===== src/rtl/ssid_pkg.sv =====
package ssid_pkg;

  localparam int unsigned KeyW   = 32;
  localparam int unsigned StatW  = 3;
  localparam int unsigned CountW = 5;
  // cells per first-level group of the registered OR trees
  localparam int unsigned Group  = 16;

  typedef enum logic {
    CMD_INSERT = 1'b0,
    CMD_DELETE = 1'b1
  } cmd_e;

  typedef enum logic [StatW-1:0] {
    ST_INSERTED  = 3'd0,
    ST_DUPLICATE = 3'd1,
    ST_DELETED   = 3'd2,
    ST_NOT_FOUND = 3'd3,
    ST_FULL      = 3'd4
  } status_e;

  // broadcast to every cell of the row
  typedef struct packed {
    logic                   shift_up;
    logic                   shift_dn;
    logic signed [KeyW-1:0] key;
  } cell_ctrl_t;

endpackage


===== src/rtl/ssid_if.sv =====
interface ssid_in_if;
  import ssid_pkg::*;

  logic                   valid;
  logic                   ready;
  logic                   cmd;
  logic signed [KeyW-1:0] value;

  modport source (output valid, output cmd, output value, input ready);
  modport sink   (input valid, input cmd, input value, output ready);
endinterface

interface ssid_out_if;
  import ssid_pkg::*;

  logic                     valid;
  logic                     ready;
  logic [StatW-1:0]         status;
  logic [CountW-1:0]        entry_count;
  logic                     is_empty;
  logic signed [KeyW-1:0]   smallest;
  logic signed [KeyW-1:0]   largest;

  modport source (output valid, output status, output entry_count, output is_empty,
                  output smallest, output largest, input ready);
  modport sink   (input valid, input status, input entry_count, input is_empty,
                  input smallest, input largest, output ready);
endinterface


===== src/rtl/ssid_cell.sv =====
module ssid_cell import ssid_pkg::*; (
  input  logic                   clk_i,
  input  cell_ctrl_t             ctrl_i,
  input  logic                   valid_i,
  input  logic                   left_lt_i,
  input  logic signed [KeyW-1:0] left_entry_i,
  input  logic signed [KeyW-1:0] right_entry_i,
  output logic signed [KeyW-1:0] entry_o,
  output logic                   lt_o,
  output logic                   eq_o
);

  logic signed [KeyW-1:0] entry_q, entry_d;
  logic                   lt_q, eq_q;

  // insert: below the key: hold; first place not below: take key;
  // above that: take the left neighbour's word; delete: not below: take the right one
  always_comb begin
    entry_d = entry_q;
    if (ctrl_i.shift_up && !lt_q) begin
      entry_d = left_lt_i ? ctrl_i.key : left_entry_i;
    end else if (ctrl_i.shift_dn && !lt_q) begin
      entry_d = right_entry_i;
    end
  end

  always_ff @(posedge clk_i) begin
    lt_q    <= valid_i && ($signed(entry_q) < $signed(ctrl_i.key));
    eq_q    <= valid_i && (entry_q == ctrl_i.key);
    entry_q <= entry_d;
  end

  assign entry_o = entry_q;
  assign lt_o    = lt_q;
  assign eq_o    = eq_q;

endmodule


===== src/rtl/ssid_or_red.sv =====
module ssid_or_red import ssid_pkg::*; #(
  parameter int unsigned N = 16,
  parameter int unsigned W = 1
) (
  input  logic                  clk_i,
  input  logic [N-1:0][W-1:0]   d_i,
  output logic [W-1:0]          q_o
);

  localparam int unsigned NGrp = (N + Group - 1) / Group;

  logic [NGrp-1:0][W-1:0] grp_d, grp_q;
  logic [W-1:0]           all_d, all_q;

  always_comb begin
    for (int unsigned g = 0; g < NGrp; g++) begin
      grp_d[g] = '0;
      for (int unsigned k = 0; k < Group; k++) begin
        if (g * Group + k < N) begin
          grp_d[g] = grp_d[g] | d_i[g * Group + k];
        end
      end
    end
  end

  always_comb begin
    all_d = '0;
    for (int unsigned g = 0; g < NGrp; g++) begin
      all_d = all_d | grp_q[g];
    end
  end

  always_ff @(posedge clk_i) begin
    grp_q <= grp_d;
    all_q <= all_d;
  end

  assign q_o = all_q;

endmodule


===== src/rtl/sorted_set_insert_delete_top.sv =====
// Sorted set engine: holds up to DEPTH distinct signed 32-bit keys in ascending order in
// a row of cells, one key per cell. A word with cmd insert places the key at its sorted
// place (status inserted), or reports duplicate if it is already held, or full if the row
// is full; cmd delete removes the key (deleted) or reports not found. Each word in gives
// exactly one word out with the count, an empty flag and the least and greatest key
// (both 0 when empty). Every cell compares its key with the broadcast key in parallel;
// the hit is collected by a two-level registered OR tree, then the row shifts up or down
// by one place, and the greatest key is collected by a second OR tree.
// An item passes the states S_CMP, S_FND1, S_FND2 (hit tree), S_UPD, S_MAX1, S_MAX2 (max
// tree) and S_OUT; in_i.ready is high only between items, while a finished result may
// still wait in the output register. No clearing pass is needed after reset.
module sorted_set_insert_delete_top import ssid_pkg::*; #(
  parameter int unsigned DEPTH = 16
) (
  input  logic        clk_i,
  input  logic        rst_ni,
  ssid_in_if.sink     in_i,
  ssid_out_if.source  out_o
);

  localparam int unsigned CntW = $clog2(DEPTH + 1);

  typedef enum logic [2:0] {
    S_IDLE, S_CMP, S_FND1, S_FND2, S_UPD, S_MAX1, S_MAX2, S_OUT
  } state_e;

  state_e                  state_q;
  logic                    cmd_q;
  logic signed [KeyW-1:0]  key_q;
  logic [CntW-1:0]         count_q;
  status_e                 status_q;

  logic                    out_valid_q;
  logic [StatW-1:0]        out_status_q;
  logic [CountW-1:0]       out_count_q;
  logic                    out_empty_q;
  logic signed [KeyW-1:0]  out_small_q;
  logic signed [KeyW-1:0]  out_large_q;

  // row of cells
  cell_ctrl_t                          ctrl;
  logic signed [KeyW-1:0]              entry_w [DEPTH];
  logic [DEPTH-1:0]                    lt_w, eq_w, valid_w, last_w;
  logic [DEPTH-1:0][0:0]               hit_in;
  logic [DEPTH-1:0][KeyW-1:0]          max_in;
  logic [0:0]                          found;
  logic [KeyW-1:0]                     largest;

  logic                                full;
  logic                                ins_ok, del_ok;
  logic [CntW+CountW-1:0]              count_wide;

  assign full   = (count_q == CntW'(DEPTH));
  assign ins_ok = (state_q == S_UPD) && (cmd_q == CMD_INSERT) && !found[0] && !full;
  assign del_ok = (state_q == S_UPD) && (cmd_q == CMD_DELETE) && found[0];

  assign ctrl.shift_up = ins_ok;
  assign ctrl.shift_dn = del_ok;
  assign ctrl.key      = key_q;

  for (genvar i = 0; i < DEPTH; i++) begin : g_cell
    logic                   left_lt;
    logic signed [KeyW-1:0] left_entry, right_entry;

    assign valid_w[i] = (CntW'(i) < count_q);
    // the top occupied cell (index count - 1) holds the greatest key
    assign last_w[i]  = (CntW'(i + 1) == count_q);
    assign hit_in[i]  = eq_w[i];
    assign max_in[i]  = last_w[i] ? entry_w[i] : '0;

    if (i == 0) begin : g_first
      assign left_lt    = 1'b1;
      assign left_entry = key_q;
    end else begin : g_mid
      assign left_lt    = lt_w[i-1];
      assign left_entry = entry_w[i-1];
    end
    if (i == DEPTH - 1) begin : g_last
      assign right_entry = entry_w[i];
    end else begin : g_inner
      assign right_entry = entry_w[i+1];
    end

    ssid_cell u_cell (
      .clk_i         (clk_i),
      .ctrl_i        (ctrl),
      .valid_i       (valid_w[i]),
      .left_lt_i     (left_lt),
      .left_entry_i  (left_entry),
      .right_entry_i (right_entry),
      .entry_o       (entry_w[i]),
      .lt_o          (lt_w[i]),
      .eq_o          (eq_w[i])
    );
  end

  ssid_or_red #(.N(DEPTH), .W(1)) u_hit_red (
    .clk_i (clk_i),
    .d_i   (hit_in),
    .q_o   (found)
  );

  ssid_or_red #(.N(DEPTH), .W(KeyW)) u_max_red (
    .clk_i (clk_i),
    .d_i   (max_in),
    .q_o   (largest)
  );

  assign count_wide = {{CountW{1'b0}}, count_q};

  always_ff @(posedge clk_i or negedge rst_ni) begin
    if (!rst_ni) begin
      state_q      <= S_IDLE;
      cmd_q        <= CMD_INSERT;
      key_q        <= '0;
      count_q      <= '0;
      status_q     <= ST_INSERTED;
      out_valid_q  <= 1'b0;
      out_status_q <= '0;
      out_count_q  <= '0;
      out_empty_q  <= 1'b0;
      out_small_q  <= '0;
      out_large_q  <= '0;
    end else begin
      // in S_OUT the output register is reloaded below instead
      if (out_valid_q && out_o.ready && (state_q != S_OUT)) begin
        out_valid_q <= 1'b0;
      end
      case (state_q)
        S_IDLE: begin
          if (in_i.valid) begin
            cmd_q   <= in_i.cmd;
            key_q   <= in_i.value;
            state_q <= S_CMP;
          end
        end
        S_CMP:  state_q <= S_FND1;
        S_FND1: state_q <= S_FND2;
        S_FND2: state_q <= S_UPD;
        S_UPD: begin
          if (cmd_q == CMD_INSERT) begin
            if (found[0]) begin
              status_q <= ST_DUPLICATE;
            end else if (full) begin
              status_q <= ST_FULL;
            end else begin
              status_q <= ST_INSERTED;
              count_q  <= count_q + 1'b1;
            end
          end else begin
            if (found[0]) begin
              status_q <= ST_DELETED;
              count_q  <= count_q - 1'b1;
            end else begin
              status_q <= ST_NOT_FOUND;
            end
          end
          state_q <= S_MAX1;
        end
        S_MAX1: state_q <= S_MAX2;
        S_MAX2: state_q <= S_OUT;
        S_OUT: begin
          // wait for the previous result to leave
          if (!out_valid_q || out_o.ready) begin
            out_valid_q  <= 1'b1;
            out_status_q <= status_q;
            out_count_q  <= count_wide[CountW-1:0];
            out_empty_q  <= (count_q == '0);
            out_small_q  <= (count_q == '0) ? '0 : entry_w[0];
            out_large_q  <= largest;
            state_q      <= S_IDLE;
          end
        end
        default: state_q <= S_IDLE;
      endcase
    end
  end

  assign in_i.ready        = (state_q == S_IDLE);
  assign out_o.valid       = out_valid_q;
  assign out_o.status      = out_status_q;
  assign out_o.entry_count = out_count_q;
  assign out_o.is_empty    = out_empty_q;
  assign out_o.smallest    = out_small_q;
  assign out_o.largest     = out_large_q;

  // count never runs past the row
  a_count_bound: assert property (@(posedge clk_i) disable iff (!rst_ni)
    count_q <= CntW'(DEPTH))
    else $error("entry count beyond row depth");

  // an accepted insert grows the count by one
  a_ins_count: assert property (@(posedge clk_i) disable iff (!rst_ni)
    ins_ok |=> count_q == $past(count_q) + 1'b1)
    else $error("insert did not grow count");

  // a full rejection only happens with the row full
  a_full_rej: assert property (@(posedge clk_i) disable iff (!rst_ni)
    (state_q == S_MAX1 && status_q == ST_FULL) |-> full)
    else $error("full status with free cells");

  // an empty result carries zero bounds
  a_empty_zero: assert property (@(posedge clk_i) disable iff (!rst_ni)
    (out_valid_q && out_empty_q) |-> (out_small_q == '0 && out_large_q == '0))
    else $error("empty result with non-zero bounds");

endmodule


===== src/flat_wrapper.sv =====
// flat-port wrapper written by rule: the top's interface ports become plain ports
module sorted_set_insert_delete_top_flat import ssid_pkg::*;
#(
  parameter int unsigned DEPTH = 16
)
  (clk_i, rst_ni, in_i_valid, in_i_cmd, in_i_value, in_i_ready, out_o_valid, out_o_status, out_o_entry_count, out_o_is_empty, out_o_smallest, out_o_largest, out_o_ready);
  ssid_in_if in_i_i ();
  ssid_out_if out_o_i ();
  input  logic clk_i;
  input  logic rst_ni;
  input wire logic [$bits(in_i_i.valid)-1:0] in_i_valid;
  input wire logic [$bits(in_i_i.cmd)-1:0] in_i_cmd;
  input wire logic [$bits(in_i_i.value)-1:0] in_i_value;
  output wire logic [$bits(in_i_i.ready)-1:0] in_i_ready;
  output wire logic [$bits(out_o_i.valid)-1:0] out_o_valid;
  output wire logic [$bits(out_o_i.status)-1:0] out_o_status;
  output wire logic [$bits(out_o_i.entry_count)-1:0] out_o_entry_count;
  output wire logic [$bits(out_o_i.is_empty)-1:0] out_o_is_empty;
  output wire logic [$bits(out_o_i.smallest)-1:0] out_o_smallest;
  output wire logic [$bits(out_o_i.largest)-1:0] out_o_largest;
  input wire logic [$bits(out_o_i.ready)-1:0] out_o_ready;
  assign in_i_i.valid = in_i_valid;
  assign in_i_i.cmd = in_i_cmd;
  assign in_i_i.value = in_i_value;
  assign in_i_ready = in_i_i.ready;
  assign out_o_valid = out_o_i.valid;
  assign out_o_status = out_o_i.status;
  assign out_o_entry_count = out_o_i.entry_count;
  assign out_o_is_empty = out_o_i.is_empty;
  assign out_o_smallest = out_o_i.smallest;
  assign out_o_largest = out_o_i.largest;
  assign out_o_i.ready = out_o_ready;
  sorted_set_insert_delete_top #(.DEPTH(DEPTH)) u_core (.clk_i(clk_i), .rst_ni(rst_ni), .in_i(in_i_i), .out_o(out_o_i));
endmodule

===== config.mk =====
export PLATFORM = sky130hd
export DESIGN_NAME = sorted_set_insert_delete_top_flat
export DESIGN_NICKNAME = d
export VERILOG_FILES = /design/src/rtl/ssid_pkg.sv /design/src/rtl/ssid_if.sv /design/src/rtl/ssid_cell.sv /design/src/rtl/ssid_or_red.sv /design/src/rtl/sorted_set_insert_delete_top.sv /design/src/flat_wrapper.sv
export SDC_FILE = /design/constraint.sdc
export NUM_CORES = 2
export LEC_CHECK = 0
export BUFFER_PORTS_ARGS = -buffer_cell sky130_fd_sc_hd__buf_2
export CELL_PAD_IN_SITES_DETAIL_PLACEMENT = 0
export CELL_PAD_IN_SITES_GLOBAL_PLACEMENT = 1
export CORE_UTILIZATION = 35
export CTS_CLUSTER_DIAMETER = 150
export CTS_CLUSTER_SIZE = 40
export DETAILED_ROUTE_END_ITERATION = 7
export GPL_ROUTABILITY_DRIVEN = 0
export PLACE_DENSITY_LB_ADDON = 0.1
export SYNTH_ARGS = -nofsm -noshare
export SYNTH_HDL_FRONTEND = slang
export SYNTH_SLANG_ARGS = --single-unit
export TNS_END_PERCENT = 50

===== constraint.sdc =====
create_clock -name clk_i -period 4.1 [get_ports clk_i]
set_input_delay 0.82 -clock clk_i [delete_from_list [all_inputs] [get_ports clk_i]]
set_output_delay 0.82 -clock clk_i [all_outputs]
set_load 0.03 [all_outputs]

Yosys cells after proc, flatten, opt, wreduce, memory -nomap -nowiden. Index checks and enable logic that the tools add are counted.

Register bits: 728. Bits in latches: 0. Bits in writable memories: 0. Bits in read-only memories: 0. Bits of input ports: 37. Output and inout bits: 75. Logic and storage cells: 361. Memories: 0.

Add/subtract/negate cells: 2. Multiply operators: 0. Divide/modulo/power cells: 0. Order comparisons: 32. Eq/ne operators: 46. Shift operators: 0. Muxes and demuxes: 76. Bitwise gates (word level): 31. Reductions and logical operators: 111.

Operators by type and width (count): 32-bit two-way mux (62); 32-bit == test (16); 32-bit less-than comparator (16); 32-bit bitwise OR (15); 1-bit logical AND (70); 4-bit by 5-bit == test with 1-bit output, first input constant (8); 4-bit by 5-bit less-than comparator with 1-bit output, first input constant (8); 2-bit nonzero test (15); 3-bit case mux with 8 select lines (1); 3-bit by 5-bit == test with 1-bit output, first input constant (4); 3-bit by 5-bit less-than comparator with 1-bit output, first input constant (4); 5-bit two-way mux (4); 1-bit zero test (19); 3-bit two-way mux (5); 1-bit bitwise OR (15); 3-bit == test, second input constant (4); 2-bit by 5-bit == test with 1-bit output, first input constant (2); 1-bit by 5-bit less-than comparator with 1-bit output, first input constant (2); 2-bit by 5-bit less-than comparator with 1-bit output, first input constant (2); 3-bit by 2-bit == test with 1-bit output, second input constant (2); 2-bit != test, second input constant (3); 2-bit AND reduction (3); 5-bit by 1-bit adder with 5-bit output, second input constant (1); 1-bit by 5-bit == test with 1-bit output, first input constant (1); other kinds (12) (16).

Depth between registers and ports, before layout.
Depth in word-level cells: 17. Depth in mapped cells: 12. Depth with buffers taken out: 8.

By module. Synthesis repeated with hierarchy kept, for this count alone.

Cells, all modules: 5363. Area, all modules: 51438.1 um2.

By module, submodules not included: ssid_cell (u_core.g_cell[0].u_cell ...) (instances 14, cells each 259, area each 2533.7 um2, sequential area each 1001.0 um2); sorted_set_insert_delete_top (instances 1, cells each 986, area each 8615.8 um2, sequential area each 2952.8 um2); ssid_cell (u_core.g_cell[9].u_cell) (instances 1, cells each 264, area each 2512.4 um2, sequential area each 1001.0 um2); ssid_cell (u_core.g_cell[10].u_cell) (instances 1, cells each 256, area each 2484.9 um2, sequential area each 1001.0 um2); ssid_or_red (u_core.u_max_red) (instances 1, cells each 224, area each 2282.2 um2, sequential area each 1281.2 um2); ssid_or_red (u_core.u_hit_red) (instances 1, cells each 7, area each 71.3 um2, sequential area each 40.0 um2).

Worst setup path before layout. OpenSTA, ideal clock, no wires.

Path kind: register to register. Start: reg u_core.count_q[1]. End: reg u_core.g_cell[10].u_cell.entry_q[0] (enable). Library setup time: 0.421 ns. Arrival: 3.534 ns. Required time: 3.679 ns. Setup slack: 0.145 ns. Cell stages (with the launch flop): 11. Buffers on the path: 4. Period minus slack after synthesis: 3.955 ns. Cell sequence: dfrtp_1 -> clkbuf_1 -> inv_1 -> ha_1 -> and3_1 -> buf_2 -> or3_1 -> a21o_1 -> buf_2 -> buf_1 -> nor2_1.

Longest elaborated chain between the ends: 5.

Ends and longest elaborated chain: start, declared (line sorted_set_insert_delete_top.sv:30) `logic [CntW-1:0] count_q;`; start signal, assigned (line sorted_set_insert_delete_top.sv:148) `count_q <= count_q + 1'b1;`; start signal, assigned (line sorted_set_insert_delete_top.sv:153) `count_q <= count_q - 1'b1;`; 5-bit == test (line sorted_set_insert_delete_top.sv:53) `assign full = (count_q == CntW'(DEPTH));`; 1-bit zero test (line sorted_set_insert_delete_top.sv:54) `assign ins_ok = (state_q == S_UPD) && (cmd_q == CMD_INSERT) && !found[0] && !full;`; 1-bit logical AND (line sorted_set_insert_delete_top.sv:54); 1-bit logical AND (line ssid_cell.sv:20) `if (ctrl_i.shift_up && !lt_q) begin`; 2-bit nonzero test (no source line); end signal, assigned (line ssid_cell.sv:30) `entry_q <= entry_d;`; end, declared (line ssid_cell.sv:13) `logic signed [KeyW-1:0] entry_q, entry_d;`.

Every way passes these cells. A chain may end at the register's enable or synchronous reset.

Worst setup path after layout.
Start: reg u_core.count_q[1]. End: reg u_core.g_cell[5].u_cell.entry_q[27] (enable).

Longest elaborated chain between the ends: 5.

Ends and longest elaborated chain (line): 5-bit == test (sorted_set_insert_delete_top.sv:53); 1-bit zero test (sorted_set_insert_delete_top.sv:54); 1-bit logical AND (sorted_set_insert_delete_top.sv:54); 1-bit logical AND (ssid_cell.sv:20); 2-bit nonzero test (no source line); end signal, assigned (ssid_cell.sv:30); end, declared (ssid_cell.sv:13).

Every way passes these cells.

==> flow_metrics.py <==
metrics = {
    "run_status": {
        "status": "complete, but fails checks",
        "violations": "design-rule violations",
    },
    "worst_setup_path": {
        "crit_fanout": 21,
        "slowest_delay_ns": 0.67,
        "end_kind": "flip-flop",
        "critPathMostFrequentCell": "buf_4",
        "slowest_stage": "dfrtp_1",
        "crit_chain": "inv_1 -> ha_1 -> and3_2 -> or3_1 -> a21o_1 -> buf_4 -> nor2_4 -> buf_4",
        "crit_family": "buffers and inverters",
        "critPathLaunchType": "flip-flop",
        "arrival_ns": 4.05,
        "cp.required_ns": 4.44,
        "crit_buf_inv": 3,
        "critical_path_class": "reg -> reg",
    },
    "detailed_routing": {
        "dr.pass1.iters": 8,
        "drc": 4,
        "drtIter0Drc": 5506,
        "vias": 39700,
        "viasPerCell": 6.29,
        "ant_nets": 0,
        "wl_per_cell_um": 37.3,
        "routed_wl_um": 236000,
    },
    "synth": {
        "yosysTopAreaCell": "edfxtp_1",
        "ys_seq_elements": 728,
        "avgSynthCellArea_um2": 10.5,
        "synthFlopType": "edfxtp_1",
        "yosysSeqAreaShare_pct": 43.2,
        "synth_edf_count": 512,
        "syn_inst": 4461,
        "ys_top_cells_by_area": "edfxtp_1 33%, ha_1 14%, mux2i_1 10%, a21oi_1 7.0%, dfrtp_1 6.3%",
        "synth_area_um2": 47000,
        "syn-num-nets": 5019,
        "ys_async_sr_fraction_pct": 16.2,
        "synth_top_cell_area_share_pct": 32.7,
        "yosys.cell_types.count": 64,
        "synth_warnings": 0,
    },
    "sta": {
        "setup_ws_ns": 0.386,
        "slew_viol_final": 0,
        "relSlewSlack_pct": 23.8,
        "rsz0062_at_grt": "false",
        "fin_setup_tns_ns": 0,
        "fmax_ghz": 0.269,
        "fin_crit_sh_pct": 90.6,
        "finalSetupViolations": 0,
        "layout_min_cycle_time_ns": 3.71,
        "hold_viol_final": 0,
        "skew_ns": 0.0436,
        "worst_slew_pin_slew_ns": 1.14,
    },
    "placed_design": {
        "dp_slack_ns": 0.484,
        "dpl_cell_area_um2": 50600,
        "port_buffers": 111,
        "dp_cells": 6260,
        "dp_hpwl_um": 170000,
    },
    "pwr": {
        "finalPower_mw": 37.2,
        "leakagePower_nw": 19.6,
        "peakVddDrop_mv": 0.377,
        "powerDensity_nw_per_um2": 719,
    },
    "clocking": {
        "cts_tree": "yes",
        "insertion_delay_ns": 0.73,
        "numCtsBuffers": 28,
        "cts_resized": 0,
        "htreeDepth": 1,
        "cts_sinks": 728,
        "path_clk_slew_ns": 0.15,
        "cts-root-buf": "clkbuf_16",
        "post_cts_buffers": 0,
        "hold_buffers": 0,
        "clock_path_buffers": 3,
    },
    "floorplan": {
        "rows": 134,
        "design.core.area_um2": 133000,
        "die_area_um2": 136000,
        "ios": 112,
        "die_h_um": 368,
        "die_w_um": 368,
        "start_util_pct": 35.2,
    },
    "global_route": {
        "antenna_found_initial": 17,
        "grt_pass1_vias": 36700,
        "overflow": 0,
        "grt_pass1_wl_um": 319000,
        "grt_max_degree": 69,
        "grt_usage_pct": 33.8,
    },
    "final_layout": {
        "layout-drive-gt1-share_pct": 12.4,
        "area_growth_pct": 10.1,
        "mostFrequentLayoutCells": "659 x a21oi_1, 528 x nor2_1, 521 x ha_1, 512 x edfxtp_1, 471 x mux2i_1",
        "layout_commonest_cell": "a21oi_1",
        "nFillCells": 13200,
        "fin_cells": 6315,
        "final_area_um2": 51700,
        "nNetsFinal": 5080,
    },
    "hold_path": {
        "hold_class": "in -> async",
    },
    "run": {
        "maxCapViolations": 0,
    },
}
Yosys cell counts, types with 42 or more instances:
library cell and n:
a21o_1 49, a21oi_1 660, a221oi_1 53, a222oi_1 42, a22o_1 55, a22oi_1 105, and4_1 46, buf_2 71
clkbuf_1 177, dfrtp_1 118, dfxtp_1 98, edfxtp_1 512, ha_1 521, inv_1 63, mux2_2 119, mux2i_1 471
nand2_1 182, nand3_1 80, nand4_1 65, nor2_1 551, o21ai_0 91
final cells by class:
class                           instances  area (um2)  area share [%]
Sequential cell                       728       20300            39.3
Tap cell                             1768        2210            4.28
Clock buffer                           34         754            1.46
Clock inverter                         18         323           0.624
Inverter                               63         236           0.457
Multi-Input combinational cell       3379       25400            49.1
Timing Repair Buffer                  322        2450            4.73
Antenna cell                            3        7.51          0.0145
per-layer routing:
layer | vias up | wire, um | global-route usage (%)
met5 | - | 44 | 0
met4 | 8 | 8760 | 11.0
met3 | 359 | 23400 | 6.51
met2 | 2261 | 101000 | 50.7
met1 | 20000 | 103000 | 48.3
li1 | 17100 | - | -
through the flow:
stage | hold slack (ns) | util, %
2_1_floorplan | 0.310 | -
3_3_place_gp | 0.310 | 38.0
3_5_place_dp | 0.312 | 38.0
4_1_cts | 0.136 | 38.8
5_1_grt | 0.176 | 38.8
6_report | 0.124 | 38.8
registers in the layout (all words and copies together) (netlist names), 3 cells and up:
register,flops
u_core.state_q,3
u_core.out_o.status,3
u_core.g_cell.u_cell.entry_o,512
u_core.g_cell.u_cell.lt_o,16
u_core.g_cell.left_entry,32
u_core.u_max_red.q_o,32
u_core.out_o.largest,32
u_core.count_q,5
u_core.u_max_red.all_d,32
u_core.status_q,3
u_core.g_cell.u_cell.eq_o,16
u_core.out_o.entry_count,5
u_core.out_o.smallest,32
logic make-up (layout without fill, tap and decap cells):
family | after synthesis | in the layout | share of synthesized area [%]
xor gates and xnor gates | 6 | 6 | 0.112
adders and majority gates | 521 | 521 | 13.9
buffers and inverters | 354 | 437 | 3.32
and+or+nand+nor | 1088 | 1088 | 10.9
other | 0 | 3 | 0
AOI/OAI and AO/OA | 1145 | 1145 | 15.0
DFF | 728 | 728 | 43.2
muxes | 619 | 619 | 13.6
final timing paths:
path                                         from                             endpoint  slack, ns  cells past startpoint
setup / recovery                u_core.count_q[1]  u_core.g_cell[5].u_cell.entry_o[27]       0.39                      8
hold / removal                             rst_ni            u_core.out_o.smallest[26]       0.12                      1
setup reg to reg                u_core.count_q[1]  u_core.g_cell[5].u_cell.entry_o[27]       0.39                      8
hold reg to reg            u_core.u_hit_red.all_d                 u_core.u_hit_red.q_o       0.34                      0
max in group asynchronous                  rst_ni       u_core.g_cell[0].left_entry[9]       3.13                      2
min in group clk_i                  in_i_value[5]       u_core.g_cell[0].left_entry[5]       0.31                      2
power by group:
part / switching [mW] / internal, mW
logic: 13.1 / 7.10
registers: 2.70 / 9.82
clock network: 2.96 / 1.49
Note: power is estimated with default switching activity, not from simulation.
